### config.mk
export PLATFORM = sky130hd
export DESIGN_NAME = mwcs_ram
export DESIGN_NICKNAME = d
export VERILOG_FILES = /design/src/rtl/core/mwcs_ram.sv
export SDC_FILE = /design/constraint.sdc
export NUM_CORES = 2
export LEC_CHECK = 0
export BUFFER_PORTS_ARGS = -buffer_cell sky130_fd_sc_hd__buf_2
export CAP_MARGIN = 10
export CORE_MARGIN = 2
export CORE_UTILIZATION = 55
export CTS_BUF_LIST = sky130_fd_sc_hd__clkbuf_8
export DETAILED_ROUTE_END_ITERATION = 10
export PLACE_DENSITY_LB_ADDON = 0.05
export SKIP_CTS_REPAIR_TIMING = 1
export SLEW_MARGIN = 25
export SYNTH_ARGS = -nofsm -noshare
export SYNTH_HDL_FRONTEND = slang
export SYNTH_SLANG_ARGS = --single-unit
### constraint.sdc
create_clock -name clk -period 2.4 [get_ports clk]
set_input_delay 0.12 -clock clk [delete_from_list [all_inputs] [get_ports clk]]
set_output_delay 0.12 -clock clk [all_outputs]
set_load 0.02 [all_outputs]
### src/rtl/core/mwcs_ram.sv
module mwcs_ram #(
  parameter int WIDTH = 16,
  parameter int DEPTH = 256
) (
  input  logic                     clk,
  input  logic                     we,
  input  logic [$clog2(DEPTH)-1:0] waddr,
  input  logic [WIDTH-1:0]         wdata,
  input  logic [$clog2(DEPTH)-1:0] raddr,
  output logic [WIDTH-1:0]         rdata
);

  logic [WIDTH-1:0] mem [DEPTH];

  always_ff @(posedge clk) begin
    if (we) begin
      mem[waddr] <= wdata;
    end
    rdata <= mem[raddr];
  end

endmodule
# Yosys cells after proc, flatten, opt, wreduce, memory -nomap -nowiden
# Memory sizes are Yosys's and may differ from the RTL's. A register that Yosys moved wholly into a read port is not among the register bits.
# Cells that the tools add are included.
classes:
  n_mux: 2
ops:
  columns: ["op", "n"]
  rows:
  - ["1-bit 2-to-1 mux", 2]
totals:
  regBits: 0
  ram_bits: 4096
  output_inout_bits: 16
  elab_cells: 3
  mem_count: 1
memory_table:
  columns: ["name", "depth", "width", "rd", "rd_ports_with_merged_regs", "write_ports", "line", "text"]
  rows:
  - ["mem", 256, 16, 1, 1, 1, "13", "logic [WIDTH-1:0] mem [DEPTH];"]

# Longest topological paths before layout
depth:
  ltp_word: 2
  ltp_mapped: 12

# Least setup slack after synthesis
# OpenSTA, ideal clock, no wires.
synth_path:
  path_kind: "input-to-reg"
  start: "in waddr[3]"
  end: "mem mem[235][0], enable pin"
  setup_ns: 0.388
  arrival_ns: 1.897
  setup_slack_ns: 0.115
  cell_stages: 6
  cell_sequence: "clkbuf_1 nor2b_1 clkbuf_1 nand4_1 clkbuf_1 nor2_1"
synth_rtl:
  columns: ["element", "line", "text"]
  rows:
  - ["from (decl)", "7", "input logic [$clog2(DEPTH)-1:0] waddr,"]
  - ["to (decl)", "13", null]
# No word-level cell before the write port.

==> metrics.csv <==
stage,metric,value,unit
outcome,outcome,finished with violations,
outcome,violations,setup timing,
synthesis,synth_edf_count,4096,
min_path,hp-start,wdata[10],
clock_network,cts.clk_slew.worst_paths,0.06,ns
placement,gp_congestion,0.889,
sta,period_needed,2.57,ns
synthesis,synthCells,7360,
global_route,grt-ovfl-total,0,
clock_network,clk_latency,1.19,ns
route,first_pass_iters,7,
synthesis,synth_compound_area_share,3.54,%
synthesis,syn_area,159000,sq um
cells_and_area,final_cell_mix,"4096 x edfxtp_1, 890 x buf_4, 797 x mux4_2",
floorplanning,die_y,541,um
critical_path,path_max_fanout,1,
cells_and_area,final_common_cell,edfxtp_1,
synthesis,synth_top_family_by_area,multiplexers,
critical_path,start_kind,flop,
critical_path,cp_cell_sequence,mux4_2 > mux2_4 > a22oi_2 > buf_4 > nand2_4 > o32ai_4 > buf_6 > nor4_2,
placement,port_buffers,49,
critical_path,worstReg2RegEnd,rdata[15],
critical_path,critical_path_class,reg -> reg,
synthesis,synth.area.mux_share,15.5,%
route,post-route-drc-count,0,
sta,rsz0062_at_grt,true,
critical_path,cp.required,3.47,ns
global_route,grt_max_degree,100,
critical_path,r2r-start,mem[11][15],
floorplanning,io-pin-count,50,
synthesis,avgSynthCellArea,21.6,sq um
critical_path,ff2ff_path_depth,8,
synthesis,synth_ff_type,edfxtp_1,
route,drt-total-wl,438000,um
cells_and_area,drive_gt1_share,32.4,%
min_path,hold_path.class,in -> reg,
critical_path,cpLargestDelayFamily,multiplexers,
critical_path,cp-end-kind,flop,
synthesis,yosys.area_share.adder,0,%
power,power.density,771,nW/um^2
sta,fin_skew,0.0562,ns
floorplanning,rows,197,
flow_run,max_cap_viol_count,0,
critical_path,r2r_setup_slack,-0.17,ns
clock_network,clockBufferDepth,4,
cells_and_area,fillers,19600,
route,wl_per_cell,33.6,um
cells_and_area,final_util,64.3,%
placement,dp_hpwl,270000,um
critical_path,cp_slowest_stage_delay,0.50,ns
min_path,holdPathStages,2,
critical_path,cp.arrival,3.64,ns
clock_network,cts_buffers,658,
synthesis,yosysSeqAreaShare,77.7,%
synthesis,synth-simple-area-share,1.57,%
synthesis,ys_seq_elements,4112,
global_route,track_usage,29.8,%
route,via_per_inst,6.40,
clock_network,cts_root_buf,clkbuf_8,
cells_and_area,finish.net_count,8787,
cells_and_area,syn2layout_area_growth,16.5,%
clock_network,cts_tree,yes,
global_route,grt_pass1_wl,614000,um
synthesis,synthXorXnorAreaFrac,0,%
synthesis,synth_warnings,0,
floorplanning,dieArea,293000,sq um
synthesis,syn-num-nets,7394,
sta,fmax,0.389,GHz
critical_path,cp.buffers_inverters,2,
critical_path,slowest_stage,mux4_2,
floorplanning,core_area,288000,sq um
min_path,hold_path_end,mem[241][10],
clock_network,htreeDepth,6,
synthesis,synth_cell_type_count,52,
sta,slew_viol_final,0,
global_route,grt_pass1_vias,82800,
route,num_vias,83500,
route,drt_iter0_drc,11600,
sta,setup_slack,-0.173,ns
synthesis,async_flop_share,0,%
sta,min_period_over_period,107,%
clock_network,cts.sinks,4112,
sta,max_slew_margin,35.3,%
floorplanning,start_util,55.2,%
power,p_leak,61.2,nW
route,postRouteAntennaNets,0,
power,vdd_drop_max,0.538,mV
sta,hold_violations,0,
floorplanning,die_x,541,um
placement,place_ws,-1.53,ns
global_route,grt_antenna_before_repair,33,
sta,tightest_slew,0.963,ns
sta,finalSetupViolCount,10,
==> worst register-to-register path, delay by kind of cell, from the launching register on <==
kind	cells	cell delay, ns
AO/OA/AOI/OAI	2	0.78
buffers and inverters	2	0.39
multiplexers	2	0.80
flip-flops	1	0.37
AND/OR/NAND/NOR	2	0.11
==> layout make-up <==
cell class                      instances  area, sq um  area share (%)
Tap cell                             3781         4730            2.56
Multi-Input combinational cell       2792        33600            18.2
Antenna cell                           11         27.5          0.0149
Clock inverter                        478         2530            1.37
Clock buffer                          667         9180            4.96
Inverter                                4         27.5          0.0149
Timing Repair Buffer                 1185        11500            6.24
Sequential cell                      4112       123000            66.7
==> through the flow <==
stage               hold slack (ns)  std cells  instance area (sq um)  total power, mW  setup TNS [ns]
floorplan                     0.219       7360                 159000             84.7               0
global placement              0.453      11800                 172000             89.2          -14.84
detailed placement            0.463      11800                 172000             89.3          -14.37
CTS                          -0.834      13000                 184000              143           -5.91
global route                -0.0112      13000                 185000              147           -1.02
finish                       0.0181      13000                 185000              143          -0.592
==> worst max path at each step <==
stage | slack, ns | cells after the start | to | from
detailed placement | -1.53 | 12 | rdata[15] | raddr[0]
global placement | -1.56 | 12 | rdata[15] | raddr[0]
finish | -0.17 | 8 | rdata[15] | mem[11][15]
floorplan | 0.11 | 6 | mem[235][0] | waddr[3]
global route | -0.17 | 8 | rdata[15] | mem[11][15]
CTS | -1.06 | 8 | rdata[15] | mem[11][15]
==> routing by layer <==
layer / wire length [um] / track usage (%) / share of wire (%)
met5: 79 / 0 / 0.018
met2: 208000 / 46.3 / 47
met1: 178000 / 43.8 / 41
met3: 42300 / 5.70 / 9.7
met4: 10700 / 7.77 / 2.4
==> state kept, by name, summed over array words and instances, names as in the netlist <==
name / flops
mem: 4096
rdata: 16
==> where the power goes <==
| group | internal (mW) | switching, mW | leakage, nW |
|---|---|---|---|
| Clock | 27.1 | 27.4 | 6.77 |
| Sequential | 79.2 | 0.146 | 36.9 |
| Combinational | 3.47 | 5.33 | 17.5 |
==> synthesized netlist by cell type (5+ instances only) <==
cell	number	share of area [%]
o21ai_0	37	0.12
o32ai_1	20	0.11
mux2i_1	565	3.6
buf_1	27	0.064
buf_2	76	0.24
mux4_2	797	11
edfxtp_1	4096	77
and3_1	11	0.043
nor2b_1	9	0.035
nand3_1	35	0.11
nand4_1	26	0.10
nor2_1	304	0.72
a22oi_1	43	0.20
buf_4	26	0.12
nor3_1	92	0.29
dfxtp_1	16	0.20
a211oi_1	18	0.085
buf_8	11	0.10
nand2_1	38	0.090
nor4_1	17	0.067
clkbuf_1	230	0.54
a31oi_1	6	0.024
o22ai_1	148	0.58
a21oi_1	175	0.55
buf_6	77	0.55
a221oi_1	28	0.15
o31ai_1	16	0.076
o221ai_1	252	1.4
buf_12	5	0.063
mux2_2	88	0.62
a2111oi_0	6	0.033
a22o_1	32	0.18
==> cells by family (layout without fill, tap and decap cells) <==
kind of cell           count (synthesis)  in the layout
AND/OR/NAND/NOR                      556            556
other                                  0             11
buffers and inverters                456           2334
multiplexers                        1450           1450
AO/OA/AOI/OAI                        786            786
flip-flops                          4112           4112
(Power assumes the default switching activity.)
